===== src/hw/rtl/tnrx_pkg.sv =====
// Shared constants and types for the telnet receive filter.
package tnrx_pkg;

	// Telnet command bytes
	localparam logic [7:0] TN_IAC  = 8'd255;
	localparam logic [7:0] TN_DONT = 8'd254;
	localparam logic [7:0] TN_DO   = 8'd253;
	localparam logic [7:0] TN_WONT = 8'd252;
	localparam logic [7:0] TN_WILL = 8'd251;
	localparam logic [7:0] TN_SB   = 8'd250;
	localparam logic [7:0] TN_SE   = 8'd240;

	// Control characters seen by the normalizer
	localparam logic [7:0] CH_DEL = 8'h7F;
	localparam logic [7:0] CH_BS  = 8'h08;
	localparam logic [7:0] CH_NUL = 8'h00;
	localparam logic [7:0] CH_CR  = 8'h0D;
	localparam logic [7:0] CH_LF  = 8'h0A;

	// Values of the action flag carried in tuser
	localparam logic ACT_DATA    = 1'b0;
	localparam logic ACT_RESTART = 1'b1;

	// Command parser state, one-hot
	typedef enum logic [4:0] {
		MODE_NORMAL = 5'b00001,
		MODE_CMD    = 5'b00010,
		MODE_OPT    = 5'b00100,
		MODE_SB     = 5'b01000,
		MODE_SB_IAC = 5'b10000
	} parse_mode_t;

endpackage


===== src/hw/rtl/telnet_rx_filter_newline_normalizer_unit.sv =====
// Telnet receive filter: strips telnet commands and normalizes newlines.
//
// Takes one received byte per transaction on the slave stream and gives at
// most one cleaned byte per transaction on the master stream. A bad byte
// never comes out: commands (IAC x, IAC WILL/WONT/DO/DONT opt, IAC SB ... IAC
// SE) are removed, IAC IAC yields a literal 255, CR passes, LF right after CR
// is dropped, a lone LF becomes CR, NUL is dropped and DEL becomes backspace.
// Bytes swallowed by the command parser leave the CR memory untouched. A
// transaction with tuser set is a session restart: it clears the parser and
// the CR memory and gives no output. The block takes one transaction every
// cycle while s_axis_tready is high: a byte is held in an input register,
// decoded by a few gates against the parser state, and the result is
// registered in the output register that drives the master stream.
// Input and output are parted by that output register; the only stall is a
// full output register whose byte is not being taken, and that holds the
// input register (s_axis_tready falls) until the master side drains.
module telnet_rx_filter_newline_normalizer_unit
	import tnrx_pkg::*;
(
	input  logic       clk,
	input  logic       arst_n,

	input  logic       s_axis_tvalid,
	output logic       s_axis_tready,
	input  logic [7:0] s_axis_tdata,   // [7:0] raw_byte
	input  logic       s_axis_tuser,   // [0] action (1 = session restart)

	output logic       m_axis_tvalid,
	input  logic       m_axis_tready,
	output logic [7:0] m_axis_tdata    // [7:0] clean_byte
);

	// Input register
	logic        valid_s1;
	logic        action_s1;
	logic [7:0]  byte_s1;

	// Parser and normalizer state
	parse_mode_t mode_q;
	logic        last_cr_q;

	// Output register
	logic        out_valid_q;
	logic [7:0]  out_data_q;

	// Next-state and result of the byte in the input register
	parse_mode_t mode_d;
	logic        last_cr_d;
	logic        is_data;
	logic        emit;
	logic [7:0]  emit_byte;
	logic        advance;

	// Retire the held byte when the output register is free or draining.
	assign advance       = valid_s1 && (!out_valid_q || m_axis_tready);
	assign s_axis_tready = !valid_s1 || advance;

	always_ff @(posedge clk or negedge arst_n) begin
		if (!arst_n) begin
			valid_s1 <= 1'b0;
		end else if (s_axis_tready) begin
			valid_s1 <= s_axis_tvalid;
		end
	end

	// Payload needs no reset; load it on each accepted transaction.
	always_ff @(posedge clk) begin
		if (s_axis_tready && s_axis_tvalid) begin
			action_s1 <= s_axis_tuser;
			byte_s1   <= s_axis_tdata;
		end
	end

	// Command parser, then newline normalization of surviving data bytes.
	always_comb begin
		mode_d    = mode_q;
		last_cr_d = last_cr_q;
		is_data   = 1'b0;
		emit      = 1'b0;
		emit_byte = byte_s1;

		if (action_s1 == ACT_RESTART) begin
			mode_d    = MODE_NORMAL;
			last_cr_d = 1'b0;
		end else begin
			case (mode_q)
				MODE_CMD: begin
					if (byte_s1 == TN_IAC) begin
						// doubled IAC: literal 255
						mode_d  = MODE_NORMAL;
						is_data = 1'b1;
					end else if (byte_s1 inside {TN_WILL, TN_WONT, TN_DO, TN_DONT}) begin
						mode_d = MODE_OPT;
					end else if (byte_s1 == TN_SB) begin
						mode_d = MODE_SB;
					end else begin
						mode_d = MODE_NORMAL;
					end
				end
				MODE_OPT: begin
					// drop the option byte
					mode_d = MODE_NORMAL;
				end
				MODE_SB: begin
					if (byte_s1 == TN_IAC) begin
						mode_d = MODE_SB_IAC;
					end
				end
				MODE_SB_IAC: begin
					mode_d = (byte_s1 == TN_SE) ? MODE_NORMAL : MODE_SB;
				end
				default: begin
					if (byte_s1 == TN_IAC) begin
						mode_d = MODE_CMD;
					end else begin
						mode_d  = MODE_NORMAL;
						is_data = 1'b1;
					end
				end
			endcase

			if (is_data) begin
				case (byte_s1)
					CH_CR: begin
						last_cr_d = 1'b1;
						emit      = 1'b1;
						emit_byte = CH_CR;
					end
					CH_LF: begin
						// LF after CR is dropped; a lone LF turns into CR
						last_cr_d = 1'b0;
						emit      = !last_cr_q;
						emit_byte = CH_CR;
					end
					CH_NUL: begin
						last_cr_d = 1'b0;
					end
					CH_DEL: begin
						last_cr_d = 1'b0;
						emit      = 1'b1;
						emit_byte = CH_BS;
					end
					default: begin
						last_cr_d = 1'b0;
						emit      = 1'b1;
						emit_byte = byte_s1;
					end
				endcase
			end
		end
	end

	// Advance the parser state only when the held byte retires.
	always_ff @(posedge clk or negedge arst_n) begin
		if (!arst_n) begin
			mode_q    <= MODE_NORMAL;
			last_cr_q <= 1'b0;
		end else if (advance) begin
			mode_q    <= mode_d;
			last_cr_q <= last_cr_d;
		end
	end

	always_ff @(posedge clk or negedge arst_n) begin
		if (!arst_n) begin
			out_valid_q <= 1'b0;
		end else if (advance) begin
			out_valid_q <= emit;
		end else if (m_axis_tready) begin
			out_valid_q <= 1'b0;
		end
	end

	always_ff @(posedge clk) begin
		if (advance && emit) begin
			out_data_q <= emit_byte;
		end
	end

	assign m_axis_tvalid = out_valid_q;
	assign m_axis_tdata  = out_data_q;

endmodule


===== config.mk =====
export PLATFORM = sky130hd
export DESIGN_NAME = telnet_rx_filter_newline_normalizer_unit
export DESIGN_NICKNAME = d
export VERILOG_FILES = /design/src/hw/rtl/tnrx_pkg.sv /design/src/hw/rtl/telnet_rx_filter_newline_normalizer_unit.sv
export SDC_FILE = /design/constraint.sdc
export NUM_CORES = 1
export LEC_CHECK = 0
export CORE_UTILIZATION = 30
export DETAILED_ROUTE_END_ITERATION = 8
export DONT_BUFFER_PORTS = 1
export HOLD_SLACK_MARGIN = 0.02
export PLACE_DENSITY_LB_ADDON = 0.2
export SKIP_CTS_REPAIR_TIMING = 1
export SYNTH_ARGS = -nofsm -noshare
export SYNTH_HDL_FRONTEND = slang
export SYNTH_SLANG_ARGS = --single-unit

===== constraint.sdc =====
create_clock -name clk -period 2.05 [get_ports clk]
set_input_delay 0.205 -clock clk [delete_from_list [all_inputs] [get_ports clk]]
set_output_delay 0.205 -clock clk [all_outputs]
set_load 0.05 [all_outputs]

==> qor.yml <==
critical_path:
  worstPathMaxFanout: 8
  slowest_delay_ns: 0.59
  cp-startpoint: "mode_q[1]"
  required_ns: 2.18
  critPathArrivalTime_ns: 1.98
  cp_top_family: "simple AND/OR/NAND/NOR gates"
  critPathKind: "reg2reg"
  reg2reg_from: "mode_q[1]"
  endpoint_kind: "flip-flop"
  path_buf_inv: 1
  cp-start-kind: "flip-flop"
  path_cells: "or4b_4 > a21oi_4 > nor4_2 > buf_4 > a211oi_2"
  critPathSlowestCell: "or4b_4"
  reg2reg_to: "m_axis_tdata[1]"
  r2r_slack_ns: 0.20
  reg2reg_depth: 5
sta:
  worstMarginPinSlew_ns: 0.467
  hold_viol_final: 0
  final_max_slew_viol_count: 0
  setup_viol: 0
  max_clock_freq_mhz: 540
  min_period_over_period_pct: 90.3
  fin_setup_tns_ns: 0
  rsz0062_at_grt: "false"
  slew_headroom_pct: 69.0
  fin_crit_ns: 1.85
  skew_ns: 0.00467
finish:
  drive_above_1_share_pct: 18.3
  diodes: 0
  area_growth_pct: 22.2
  final_net_count: 145
  fin_area_mm2: 0.00156
floorplanning:
  die_area_mm2: 0.00451
  core_area_mm2: 0.00403
  chipHeight_um: 67.2
  start_util_pct: 31.6
  io_pins: 23
  fp-row-count: 23
  die_w_um: 67.2
cts:
  clockRootBuffer: "clkbuf_8"
  clk_latency_ns: 0.28
  cts.sink_count: 25
  clockBufferDepth: 2
  clk_pin_slew_ns: 0.10
  cts_made_buffers: 3
  cts_tree: "yes"
  cts_max_level: 1
placed_design:
  port_buffers: 0
  dpl_cell_area_mm2: 0.00140
  hpwl_mm: 1.93
  gp_congestion: 0.827
flow_run:
  max_cap_viol_count: 0
drt:
  drt-met1-wl_mm: 1.19
  dr.pass1.iters: 4
  drt_iter0_drc: 40
  via_per_inst: 5.24
  ant_nets: 0
  route.detailed.drc: 0
  wl_met2_mm: 1.16
  wire_per_inst_um: 13.9
  wl_met3_um: 100
  top_layer: "met4"
  finalWirelength_mm: 2.52
  num_vias: 948
pwr:
  peakVddDrop_v: 0.000324
  power.density_mw_per_mm2: 682
  p_leak_nw: 0.562
logic_synthesis:
  synth-main-ff-cell: "edfxtp_1"
  synth_edf_count: 17
  synth_nets: 124
  syn-cell-area_mm2: 0.00127
  ys_async_sr_fraction_pct: 32.0
  synth_top_area_share_pct: 40.0
  post-synth-top-area-cell: "edfxtp_1"
  synth_seq_cells: 25
  ys_warn_count: 0
  syn-instance-count: 111
  synth.distinct_cells: 40
  ys_seq_area_share_pct: 55.8
  synthTopCellsByArea: "edfxtp_1, dfrtp_1, nor2b_1"
  avgSynthCellArea_um2: 11.5
run_status:
  status: "complete, no violations"
grt:
  antenna_found_initial: 0
  grt_max_degree: 17
  grt-ovfl-total: 0
  groute.usage.overall_pct: 13.2
  grt_pass1_vias: 917
  grt_pass1_wl_mm: 4.33
hold_path:
  min_path_cells: 2
  min_from: "m_axis_tready"
  hold_end: "m_axis_tvalid"
  hold_class: "in2reg"
## metal layers
| layer | up-vias | GRT usage (%) |
|---|---|---|
| li1 | 466 | - |
| met1 | 447 | 17.4 |
| met3 | 9 | 3.21 |
| met4 | 0 | 7.98 |
| met2 | 26 | 19.4 |
| met5 | - | 0 |
## cell usage after synthesis (all sizes together) (2+ instances only)
cell,count
clkbuf,2
o21ai,6
edfxtp,17
nand3b,2
a211oi,3
dfrtp,7
nand2b,2
and4,2
nand4b,2
nor2b,5
nand2,6
nand3,5
nor4,5
nand4,3
o2bb2ai,2
nor3,4
buf,4
inv,8
a21oi,4
nor2,4
a21o,2
a311oi,2
## logic make-up (layout without fill, tap and decap cells)
group | Yosys count | count (layout) | synth area share [%]
compound gates | 25 | 25 | 16.6
xor+xnor | 2 | 2 | 1.37
buf+inv | 14 | 34 | 4.51
flops | 25 | 25 | 55.8
mux | 1 | 1 | 0.785
simple gates | 44 | 44 | 20.9
## through the flow
stage / hold WS [ns] / utilization [%] / power [W] / setup WS, ns / std cells
after global placement: -0.0904 / 34.7 / 0.000733 / 0.240 / 166
after floorplan: -0.0906 / - / 0.000698 / 0.0413 / 111
after CTS: -0.393 / 35.9 / 0.00105 / 0.187 / 170
after global routing: 0.134 / 38.7 / 0.00111 / 0.0809 / 181
final: 0.109 / 38.7 / 0.00106 / 0.198 / 181
after detailed placement: -0.0904 / 34.7 / 0.000734 / 0.212 / 166
## registers in the layout, indices dropped and copies added (netlist names)
register / flops
valid_s1: 1
byte_s1: 8
mode_q: 5
action_s1: 1
m_axis_tvalid: 1
m_axis_tdata: 8
last_cr_q: 1
## worst reg2reg max path, cell delays in order (launching register included)
cell and delay, ns:
dfrtp_1 0.45, or4b_4 0.60, a21oi_4 0.26, nor4_2 0.09, buf_4 0.16, a211oi_2 0.14
## cell usage in the layout, fill, tap and decap left out, drive strengths merged, types with 5 or more instances in the layout
cell type,count
nor2b,5
inv,9
o21ai,6
nor4,5
dfrtp,7
nand2,6
edfxtp,17
dlygate4sd3,11
nand3,5
buf,11
## worst max-delay path by stage
stage / end / slack (ns) / depth (start not counted)
2_1_floorplan: m_axis_tdata[0] / 0.04 / 4
3_3_place_gp: m_axis_tdata[2] / 0.24 / 4
3_5_place_dp: m_axis_tdata[1] / 0.21 / 5
4_1_cts: m_axis_tdata[1] / 0.19 / 5
5_1_grt: m_axis_tdata[0] / 0.08 / 5
6_report: m_axis_tdata[1] / 0.20 / 5
## final cells by class
type	count	area [um^2]
Fill cell	401	2470
Multi-Input combinational cell	72	510
Clock buffer	3	41.3
Inverter	8	30.0
Tap cell	50	62.6
Clock inverter	1	8.76
Sequential cell	25	712
Timing Repair Buffer	22	193
## power breakdown
part | internal [W] | leakage (nW) | switching (W)
Clock | 0.000143 | 0.0261 | 0.000177
Combinational | 0.0000512 | 0.270 | 0.0000696
Sequential | 0.000573 | 0.266 | 0.0000486
Note: power is estimated with default switching activity, not from simulation.
